==> src/hw/rtl/asp_gen_pkg.sv <==
`timescale 1ns / 1ps
// ----------------------------------------------------------------------------
// asp_gen_pkg
// Shared types and constants for the alert stage pattern generator.
// ----------------------------------------------------------------------------
package asp_gen_pkg;

  // Timestamp width used for the elapsed time arithmetic
  localparam int unsigned TIME_BITS = 32;
  localparam int unsigned NOW_BITS  = 32;
  localparam int unsigned CFG_BITS  = 16;
  localparam int unsigned STAGE_BITS = 3;
  localparam int unsigned CFG_IDX_BITS = 3;

  typedef logic [TIME_BITS-1:0] time_t;
  typedef logic [CFG_BITS-1:0]  cfg_word_t;

  // LED level vector: bit 2 red, bit 1 green, bit 0 blue
  typedef logic [2:0] led_t;
  localparam led_t LED_OFF   = 3'b000;
  localparam led_t LED_R     = 3'b100;
  localparam led_t LED_G     = 3'b010;
  localparam led_t LED_B     = 3'b001;
  localparam led_t LED_RG    = LED_R | LED_G;
  localparam led_t LED_RB    = LED_R | LED_B;
  localparam led_t LED_WHITE = LED_R | LED_G | LED_B;

  // Fixed chirp timing in milliseconds
  localparam time_t CHIRP_MS      = time_t'(100);
  localparam time_t CHIRP_GAP_MS  = time_t'(200);
  localparam time_t CHIRP_END_MS  = time_t'(300);

  typedef enum logic [STAGE_BITS-1:0] {
    STAGE_CALM    = 3'd0,
    STAGE_PREWARN = 3'd1,
    STAGE_CLEAR   = 3'd2,
    STAGE_HAZARD  = 3'd3,
    STAGE_ANOMALY = 3'd4
  } stage_e;

  typedef enum logic [CFG_IDX_BITS-1:0] {
    CFG_PREWARN_PERIOD = 3'd0,
    CFG_CLEAR_PERIOD   = 3'd1,
    CFG_DANGER_PERIOD  = 3'd2,
    CFG_DANGER_ON      = 3'd3,
    CFG_ANOMALY_PERIOD = 3'd4,
    CFG_ANOMALY_ON     = 3'd5
  } cfg_idx_e;

  localparam cfg_word_t RST_PREWARN_PERIOD = 16'd3000;
  localparam cfg_word_t RST_CLEAR_PERIOD   = 16'd1500;
  localparam cfg_word_t RST_DANGER_PERIOD  = 16'd350;
  localparam cfg_word_t RST_DANGER_ON      = 16'd250;
  localparam cfg_word_t RST_ANOMALY_PERIOD = 16'd2000;
  localparam cfg_word_t RST_ANOMALY_ON     = 16'd1000;

  typedef struct packed {
    cfg_word_t prewarn_period;
    cfg_word_t clear_period;
    cfg_word_t danger_period;
    cfg_word_t danger_on;
    cfg_word_t anomaly_period;
    cfg_word_t anomaly_on;
  } cfg_t;

  typedef struct packed {
    stage_e stage;
    time_t  start;
    logic   buzzer;
    led_t   leds;
  } pat_state_t;

endpackage

==> src/hw/rtl/asp_gen_step.sv <==
`timescale 1ns / 1ps
// ----------------------------------------------------------------------------
// asp_gen_step
// Next-state logic for one request: stage selection or pattern update.
// ----------------------------------------------------------------------------
module asp_gen_step import asp_gen_pkg::*; (
  input  logic                  cmd_i,
  input  logic [STAGE_BITS-1:0] stage_sel_i,
  input  logic [NOW_BITS-1:0]   now_ms_i,
  input  cfg_t                  cfg_i,
  input  pat_state_t            state_i,
  output pat_state_t            state_o
);

  time_t now;
  time_t elapsed;

  assign now     = time_t'(now_ms_i);
  assign elapsed = now - state_i.start;

  always_comb begin
    state_o = state_i;
    if (cmd_i) begin
      // Stage select; undefined selectors leave everything as it is
      case (stage_sel_i)
        STAGE_CALM: begin
          state_o.stage  = STAGE_CALM;
          state_o.start  = now;
          state_o.leds   = LED_G;
          state_o.buzzer = 1'b0;
        end
        STAGE_PREWARN: begin
          state_o.stage = STAGE_PREWARN;
          state_o.start = now;
          state_o.leds  = LED_RG;
        end
        STAGE_CLEAR: begin
          state_o.stage = STAGE_CLEAR;
          state_o.start = now;
          state_o.leds  = LED_RG;
        end
        STAGE_HAZARD: begin
          state_o.stage = STAGE_HAZARD;
          state_o.start = now;
          state_o.leds  = LED_R;
        end
        STAGE_ANOMALY: begin
          state_o.stage = STAGE_ANOMALY;
          state_o.start = now;
          state_o.leds  = LED_RB;
        end
        default: ;
      endcase
    end else begin
      // Pattern update against elapsed time
      case (state_i.stage)
        STAGE_CALM: begin
          state_o.leds   = LED_G;
          state_o.buzzer = 1'b0;
        end
        STAGE_PREWARN: begin
          if (elapsed >= time_t'(cfg_i.prewarn_period)) begin
            state_o.start  = now;
            state_o.buzzer = 1'b1;
          end else if (elapsed >= CHIRP_MS) begin
            state_o.buzzer = 1'b0;
          end
        end
        STAGE_CLEAR: begin
          // double chirp: on, off, on, then quiet until the period ends
          if (elapsed < CHIRP_MS) begin
            state_o.buzzer = 1'b1;
          end else if (elapsed < CHIRP_GAP_MS) begin
            state_o.buzzer = 1'b0;
          end else if (elapsed < CHIRP_END_MS) begin
            state_o.buzzer = 1'b1;
          end else if (elapsed < time_t'(cfg_i.clear_period)) begin
            state_o.buzzer = 1'b0;
          end else begin
            state_o.start = now;
          end
        end
        STAGE_HAZARD: begin
          if (elapsed >= time_t'(cfg_i.danger_period)) begin
            state_o.start  = now;
            state_o.buzzer = 1'b1;
            state_o.leds   = LED_R;
          end else if (elapsed >= time_t'(cfg_i.danger_on)) begin
            state_o.buzzer = 1'b0;
            state_o.leds   = LED_WHITE;
          end
        end
        STAGE_ANOMALY: begin
          if (elapsed >= time_t'(cfg_i.anomaly_period)) begin
            state_o.start = now;
            state_o.leds  = LED_RB;
          end else if (elapsed >= time_t'(cfg_i.anomaly_on)) begin
            state_o.leds  = LED_OFF;
          end
          state_o.buzzer = 1'b0;
        end
        default: ;
      endcase
    end
  end

endmodule

==> src/hw/rtl/alert_stage_pattern_generator_unit.sv <==
`timescale 1ns / 1ps
// ----------------------------------------------------------------------------
// alert_stage_pattern_generator_unit
// RGB alarm indicator and buzzer driver for five alert stages.
// ----------------------------------------------------------------------------
//  Channel  | Direction | Content
//  ---------+-----------+--------------------------------------------------
//  s_axis   | in        | tuser: cmd; tdata: stage_sel, now_ms
//  m_axis   | out       | tdata: red_on, green_on, blue_on, buzzer_on
//  cfg      | in        | cfg_addr_i register index, cfg_data_i value
//
// One request per cycle while m_axis_tready holds; each request passes the
// input register, then the state and result register, before its result leaves.
// Reset restores the default timings, normal stage, green LED, buzzer off.
// A stalled result is held in the result register while the input register
// still takes one more request; the config port is always ready.
// ----------------------------------------------------------------------------
module alert_stage_pattern_generator_unit import asp_gen_pkg::*; (
  input  logic                    clk_i,
  input  logic                    rst_ni,
  // request stream
  input  logic                    s_axis_tvalid,
  output logic                    s_axis_tready,
  input  logic [39:0]             s_axis_tdata,  // [2:0] stage_sel, [34:3] now_ms
  input  logic                    s_axis_tuser,  // [0] cmd
  // result stream
  output logic                    m_axis_tvalid,
  input  logic                    m_axis_tready,
  output logic [7:0]              m_axis_tdata,  // [0] red, [1] green, [2] blue, [3] buzzer
  // configuration writes
  input  logic                    cfg_valid_i,
  output logic                    cfg_ready_o,
  input  logic [CFG_IDX_BITS-1:0] cfg_addr_i,
  input  logic [CFG_BITS-1:0]     cfg_data_i
);

  logic                  in_vld_q;
  logic                  in_cmd_q;
  logic [STAGE_BITS-1:0] in_sel_q;
  logic [NOW_BITS-1:0]   in_now_q;
  logic                  out_vld_q;
  logic [3:0]            out_lvl_q;
  logic                  advance;
  cfg_t                  cfg_q;
  pat_state_t            state_q, state_d;

  // Pipeline flow control
  assign advance       = !out_vld_q || m_axis_tready;
  assign s_axis_tready = !in_vld_q || advance;
  assign cfg_ready_o   = 1'b1;

  // Configuration registers
  always_ff @(posedge clk_i or negedge rst_ni) begin
    if (!rst_ni) begin
      cfg_q.prewarn_period <= RST_PREWARN_PERIOD;
      cfg_q.clear_period   <= RST_CLEAR_PERIOD;
      cfg_q.danger_period  <= RST_DANGER_PERIOD;
      cfg_q.danger_on      <= RST_DANGER_ON;
      cfg_q.anomaly_period <= RST_ANOMALY_PERIOD;
      cfg_q.anomaly_on     <= RST_ANOMALY_ON;
    end else if (cfg_valid_i) begin
      case (cfg_addr_i)
        CFG_PREWARN_PERIOD: cfg_q.prewarn_period <= cfg_data_i;
        CFG_CLEAR_PERIOD:   cfg_q.clear_period   <= cfg_data_i;
        CFG_DANGER_PERIOD:  cfg_q.danger_period  <= cfg_data_i;
        CFG_DANGER_ON:      cfg_q.danger_on      <= cfg_data_i;
        CFG_ANOMALY_PERIOD: cfg_q.anomaly_period <= cfg_data_i;
        CFG_ANOMALY_ON:     cfg_q.anomaly_on     <= cfg_data_i;
        default: ;
      endcase
    end
  end

  // Input register
  always_ff @(posedge clk_i or negedge rst_ni) begin
    if (!rst_ni) begin
      in_vld_q <= 1'b0;
    end else if (s_axis_tready) begin
      in_vld_q <= s_axis_tvalid;
    end
  end

  always_ff @(posedge clk_i) begin
    if (s_axis_tready && s_axis_tvalid) begin
      in_cmd_q <= s_axis_tuser;
      in_sel_q <= s_axis_tdata[STAGE_BITS-1:0];
      in_now_q <= s_axis_tdata[STAGE_BITS+NOW_BITS-1:STAGE_BITS];
    end
  end

  // Pattern next-state logic
  asp_gen_step u_step (
    .cmd_i       (in_cmd_q),
    .stage_sel_i (in_sel_q),
    .now_ms_i    (in_now_q),
    .cfg_i       (cfg_q),
    .state_i     (state_q),
    .state_o     (state_d)
  );

  // Pattern state and result valid
  always_ff @(posedge clk_i or negedge rst_ni) begin
    if (!rst_ni) begin
      state_q.stage  <= STAGE_CALM;
      state_q.start  <= '0;
      state_q.buzzer <= 1'b0;
      state_q.leds   <= LED_G;
      out_vld_q      <= 1'b0;
    end else if (advance) begin
      out_vld_q <= in_vld_q;
      if (in_vld_q) begin
        state_q <= state_d;
      end
    end
  end

  // Result levels: red, green, blue, buzzer from the low bit up
  always_ff @(posedge clk_i) begin
    if (advance && in_vld_q) begin
      out_lvl_q <= {state_d.buzzer, state_d.leds[0], state_d.leds[1], state_d.leds[2]};
    end
  end

  assign m_axis_tvalid = out_vld_q;
  assign m_axis_tdata  = {4'b0000, out_lvl_q};

endmodule
==> config.mk <==
export PLATFORM = sky130hd
export DESIGN_NAME = alert_stage_pattern_generator_unit
export DESIGN_NICKNAME = d
export VERILOG_FILES = /design/src/hw/rtl/asp_gen_pkg.sv /design/src/hw/rtl/asp_gen_step.sv /design/src/hw/rtl/alert_stage_pattern_generator_unit.sv
export SDC_FILE = /design/constraint.sdc
export NUM_CORES = 1
export LEC_CHECK = 0
export ABC_AREA = 1
export BUFFER_PORTS_ARGS = -buffer_cell sky130_fd_sc_hd__buf_2
export CAP_MARGIN = 40
export CELL_PAD_IN_SITES_DETAIL_PLACEMENT = 1
export CELL_PAD_IN_SITES_GLOBAL_PLACEMENT = 1
export CORE_UTILIZATION = 49
export DETAILED_ROUTE_END_ITERATION = 12
export PLACE_DENSITY_LB_ADDON = 0.1
export RECOVER_POWER = 25
export REMOVE_ABC_BUFFERS = 1
export SLEW_MARGIN = 30
export SYNTH_ARGS = -nofsm -noshare
export SYNTH_HDL_FRONTEND = slang
export SYNTH_HIERARCHICAL = 1
export SYNTH_SLANG_ARGS = --single-unit
==> constraint.sdc <==
create_clock -name clk_i -period 7 [get_ports clk_i]
set_clock_uncertainty 0.15 [all_clocks]
set_input_delay 0 -clock clk_i [delete_from_list [all_inputs] [get_ports clk_i]]
set_output_delay 0 -clock clk_i [all_outputs]
set_load 0.05 [all_outputs]
# --- Word-level counts from Yosys, hierarchy flattened ---
# Index checks and enable logic that the tools add are counted.
word_totals:
  mem_count: 0
  latchBits: 0
  mem_bits_ro: 0
  ff_bits: 177
  ram_bits: 0
  inputBits: 65
op_classes:
  bitwise_logic: 0
  n_eq_ne: 21
  order_cmp: 10
  n_mul: 0
  n_reduce_logical: 22
  addsub: 1
  div_mod_pow: 0
  shift: 0
  mux: 24
op_table:
  columns: ["cell", "count"]
  rows:
  - ["$mux 32", 7]
  - ["$pmux 35 s5", 1]
  - ["$ge 32x16->1", 5]
  - ["$pmux 32 s4", 1]
  - ["$mux 36", 1]
  - ["$ge 32x7->1 const B", 1]
  - ["$lt 32x16->1", 1]
  - ["$lt 32x7->1 const B", 1]
  - ["$lt 32x8->1 const B", 1]
  - ["$lt 32x9->1 const B", 1]
  - ["$sub 32x32->32", 1]
  - ["$eq 3x2->1 const B", 6]
  - ["$reduce_and 2->1", 7]
  - ["$eq 3x3->1 const B", 4]
  - ["$ne 3x3->1 const B", 4]
  - ["$pmux 3 s4", 1]
  - ["$reduce_and 11->1", 1]
  - ["$reduce_bool 5->1", 2]
  - ["$eq 3x1->1 const B", 3]
  - ["$logic_not 3->1", 3]
  - ["$ne 3x2->1 const B", 3]
  - ["$pmux 3 s3", 1]
  - ["$mux 4", 2]
  - ["$mux 1", 7]
  - ["other kinds (8)", 13]

# --- Logic depth before layout (Yosys ltp) ---
depth:
  depth_word: 8
  ltp_mapped: 32

# --- Cells and area by module ---
# Netlist, hierarchy kept.
by_module_without_submodules:
  columns: ["module", "cells_per_inst", "seq_area_each_um2", "instances", "area_per_inst_um2"]
  rows:
  - ["asp_gen_step", 1917, 0.0, 1, 9474.1]
  - ["alert_stage_pattern_generator_unit", 652, 4678.2, 1, 6671.4]

# --- Least setup slack after synthesis ---
# Ideal clock, no wire load.
synth_path:
  path_type: "flip-flop to flip-flop"
  startpoint: "register in_now_q[0]"
  endpoint: "register out_lvl_q[3], data pin"
  required_time_ps: 6592
  path_stages_with_launch: 29
  arrival_time_ps: 3705
  synth_period_minus_slack_ps: 4113
  path_buffers: 1
  setup_slack_ps: 2887
  path_cell_list: "edfxtp_1 > inv_1 > ha_1 > inv_1 > fa_1 > nand2_1 > nand2_1 > nand3_1 > nand2_1 > xor2_1 > ha_1 > nand2_1 > nor2_1 > and2_1 > nor2_1 > nand3_1 > nand2_1 > nand3_1 > nand2_1 > nand2_1 > a21oi_2 > nand3_4 > buf_4 > o21ai_1 > nand2_1 > nor2_1 > nand2_1 > nand2_1 > nand2_1"
synth_rtl:
  columns: ["item", "line", "text"]
  rows:
  - ["start, declared", "alert_stage_pattern_generator_unit.sv:40", "logic [NOW_BITS-1:0] in_now_q;"]
  - ["start signal, assigned", "alert_stage_pattern_generator_unit.sv:87", "in_now_q <= s_axis_tdata[STAGE_BITS+NOW_BITS-1:STAGE_BITS];"]
  - ["end signal, assigned", "alert_stage_pattern_generator_unit.sv:120", "out_lvl_q <= {state_d.buzzer, state_d.leds[0], state_d.leds[1], state_d.leds[2]};"]
  - ["end, declared", "alert_stage_pattern_generator_unit.sv:42", "logic [3:0] out_lvl_q;"]

# --- Worst setup path after layout ---
layout_path:
  startpoint: "register in_now_q[0]"
  endpoint: "register state_q[9] (netlist name)"
layout_via:
  elab_chain_cells: 4
  word_cells_on_any_way: 16
  classes_between: "1 x add/sub; 7 x order compare; 7 x eq/ne; 1 x reduce/logical"
layout_lines:
  columns: ["item", "line", "text"]
  rows:
  - ["$sub 32x32->32 *", "asp_gen_step.sv:19", "assign elapsed = now - state_i.start;"]
  - ["$ge 32x16->1 (tied with other cells)", "asp_gen_step.sv:94", "if (elapsed >= time_t'(cfg_i.anomaly_period)) begin"]
  - ["$ne 3x2->1 (no line) or $ne 3x3->1 (tied branches)", null, null]
  - ["$reduce_and 11->1 (no line) *", null, null]
  - ["end signal, assigned", "alert_stage_pattern_generator_unit.sv:112", "state_q <= state_d;"]
  - ["end, declared", "alert_stage_pattern_generator_unit.sv:45", "pat_state_t state_q, state_d;"]
# Mark *: on every way between the ends. The rest lies on a longest branch, timed or not.
# A chain may end at the register's enable or synchronous reset.

==> impl_results.md <==
- Tightest Hold Check Type: in2reg
- Core utilization of the finished layout: 0.552
- Area inside the core boundary: 0.0325 mm2
- Main synth FF type: dfrtp_1
- Capturing element type of the critical path: flip-flop
- Share of the cycle needed by the critical path after routing: 0.876
- Data required time at the worst endpoint: 7.25 ns
- Clock latency on the worst-skew pair: 0.47 ns
- Number of max-slew violations in the final report: 71
- DRC violation total after the first TritonRoute iteration: 1306
- Detailed-router iteration count before antenna repair: 5
- Area after DPL: 0.0167 mm2
- Final Instance Count excl. Fillers: 3085
- Crit-path leading delay family: simple AND/OR/NAND/NOR gates
- Most frequent CP cell: nand2_1
- WL met3: 3430 um
- Number of buffers and inverters on the critical path: 4
- Comb power frac: 0.685
- Switching share of total power: 0.560
- Clk Tree Root Cell: clkbuf_16
- Most common library cell in the layout ignoring fill and taps: nand2_1
- GR Util All Layers: 0.375
- Layout cells sized above 1: 0.0821
- Standard-cell rows: 66
- First-pass GRT wire length: 98900 um
- Buffers on Ports: 65
- Violated checks: capacitance limit, slew limit
- Post-DRT Antenna Nets: 0
- Drt total wl: 62600 um
- Storage cell area: 0.00468 mm2
- Detailed-placement wirelength estimate: 39900 um
- Weighted congestion reported at the end of routability-driven placement: 0.889
- Number of vias after detailed routing: 17900
- Cells taking the most area after synthesis: nand2_1, dfrtp_1, nand3_1
- Die ar.: 0.0337 mm2
- Clock buffers created by TritonCTS: 17
- Post-layout min period: 6.13 ns
- Lkg Pwr: 9.75 nW
- Flip-flop and latch count after synthesis: 177
- Area share of the largest cell type after synthesis: 0.224
- Netlist area before placement: 0.0161 mm2
- Power Internal: 0.00356 W
- Peak clock frequency supported by timing: 163 MHz
- Sum of negative setup slack: 0 ns
- Data arrival at the endpoint of the critical path: 6.38 ns
- Clock Power Share: 0.129
- Maximum number of pins on one net before global-route repair: 71
- Synth async-reset ratio: 0.774
- DRC: 0
- H-tree depth: 4
- Bufs on Longest Clock Path: 2
- Wire length per cell after detailed routing: 20.3 um
- Clk sink count: 177
- Setup repair after global routing missed its margin: false
- Maximum fanout encountered on the critical timing path: 34
- M1 wire length: 25500 um
- Total met2 wirelength after detailed routing: 30500 um
- Max-Cap Viols: 1
- Vias in the first global route: 18800
- Avg Synthesized Cell Area: 6.28 um2
- Clock edge transition at the registers on the reported setup and hold paths: 0.07 ns
- Slew at the pin closest to its max-slew limit: 4.38 ns
- Multi-input combinational cell area: 0.00943 mm2
- Yosys synthesis warning count: 6
- Ports placed on the boundary: 76
- Highest metal layer with signal wires: met4
- Maximum ir drop on the vdd rail: 0.285 mV
- Cell Pwr Density: 452 mW/mm2
- Switching pwr: 0.00453 W
- Fillcell total: 4555
- Overall die width: 184 um
- Vias/cell: 5.80
- Sequential share of power: 0.187
- Number of flops mapped to enable cells by yosys: 40
- Post-Syn Instances: 2569
- Critical setup path kind: reg2reg
- Final hold violations: 0
- Worst-case headroom to the max-slew limit: -1.92
- Library cell occupying the most area in the post-synthesis netlist: nand2_1
- Register area share after synthesis: 0.290
- Total grt overflow: 0
- Number of library cell types mapped by synthesis: 44
- Most frequent cells in the layout: nand2_1, inv_1, nand3_1, ha_1, nor2_1
- Number of antenna violations at the first check in global routing: 0
- Antenna diode count: 0
- Final instance area: 0.0179 mm2
- Post-route worst hold slack: 0.0954 ns
- Largest stage delay, worst path: 0.66 ns
- Layout area overhead: 10.9%
- Total placed cells including tap cells: 2988
- Status: finished with violations
- Setup crit start kind: flip-flop
- Nets@finish: 2815
- CTS tree: yes
- Cell with the largest stage delay on the worst path: nand2_2
- Reg2Reg Setup Slack: 0.87 ns
- Die Y-Extent: 184 um
- Final setup violating endpoints: 0
- Initial Util: 0.497
-- sequential cells by signal, summed over array words and instances, names as in the netlist --
register and count:
in_cmd_q 1, m_axis_tvalid 1, state_q 39, out_lvl_q 4, in_sel_q 3, cfg_q 96, in_vld_q 1, in_now_q 32
-- through the flow --
stage	setup WS, ns	total power, W
floorplan	1.10	0.00497
global placement	1.33	0.00642
CTS	1.07	0.00790
finish	0.865	0.00809
global route	0.614	0.00868
detailed placement	1.19	0.00676
-- logic make-up after synthesis --
group                    Yosys count  share of synthesized area
buffers and inverters            504                      0.128
AND/OR/NAND/NOR                 1563                      0.418
AO/OA/AOI/OAI                    190                     0.0626
other                              2                   0.000465
adder cells (fa/ha/maj)          120                     0.0935
flip-flops                       177                      0.290
XOR/XNOR                          13                    0.00705
-- worst register-to-register path, delay by kind of cell, from the launching register on --
family	cells	cell delay (ns)
buffers and inverters	4	0.64
XOR/XNOR	1	0.45
AND/OR/NAND/NOR	23	3.38
adder cells (fa/ha/maj)	3	1.01
flip-flops	1	0.43
-- final timing paths --
path,start,endpoint,cells past startpoint
max in group asynchronous,rst_ni,cfg_q[51],4
worst min register to register,cfg_q[87],cfg_q[87],2
worst max register to register,in_now_q[0],state_q[9],31
worst max-delay path,in_now_q[0],state_q[9],31
min in group asynchronous,rst_ni,state_q[34],2
worst min-delay path,s_axis_tdata[3],in_now_q[0],2
-- cell usage after synthesis, types with 40 or more instances --
master	count
ha_1	119
o21ai_0	81
nand2_1	962
a21oi_1	86
dfrtp_1	98
buf_2	50
nor2_1	116
edfxtp_1	40
clkbuf_1	45
nand3_1	318
inv_1	366
nand4_1	108
-- area by class of cell --
type / instances / area share
Inverter: 385 / 0.0807
Timing Repair Buffer: 158 / 0.0664
Clock inverter: 11 / 0.00783
Clock buffer: 21 / 0.0258
Sequential cell: 177 / 0.261
Tap cell: 442 / 0.0309
Multi-Input combinational cell: 1891 / 0.527
-- timing repair --
item                      CTS  global route
resized for setup           0             0
hold buffers               65             0
hold endpoints to repair  202             0
buffers inserted            0             0
-- power by group through the flow --
stage | sequential, W | clock [W] | combinational, W
after floorplan | 0.00149 | 0 | 0.00348
after global placement | 0.00151 | 0 | 0.00491
after detailed placement | 0.00152 | 0 | 0.00524
after CTS | 0.00150 | 0.00105 | 0.00534
after global routing | 0.00154 | 0.00108 | 0.00605
final | 0.00151 | 0.00104 | 0.00554
-- layer usage --
| metal | GRT usage | vias up |
|---|---|---|
| met2 | 0.650 | 690 |
| met3 | 0.0571 | 182 |
| met4 | 0.210 | 0 |
| li1 | - | 8315 |
| met5 | 0 | - |
| met1 | 0.443 | 8713 |
Power figures use the tool's default switching activity.
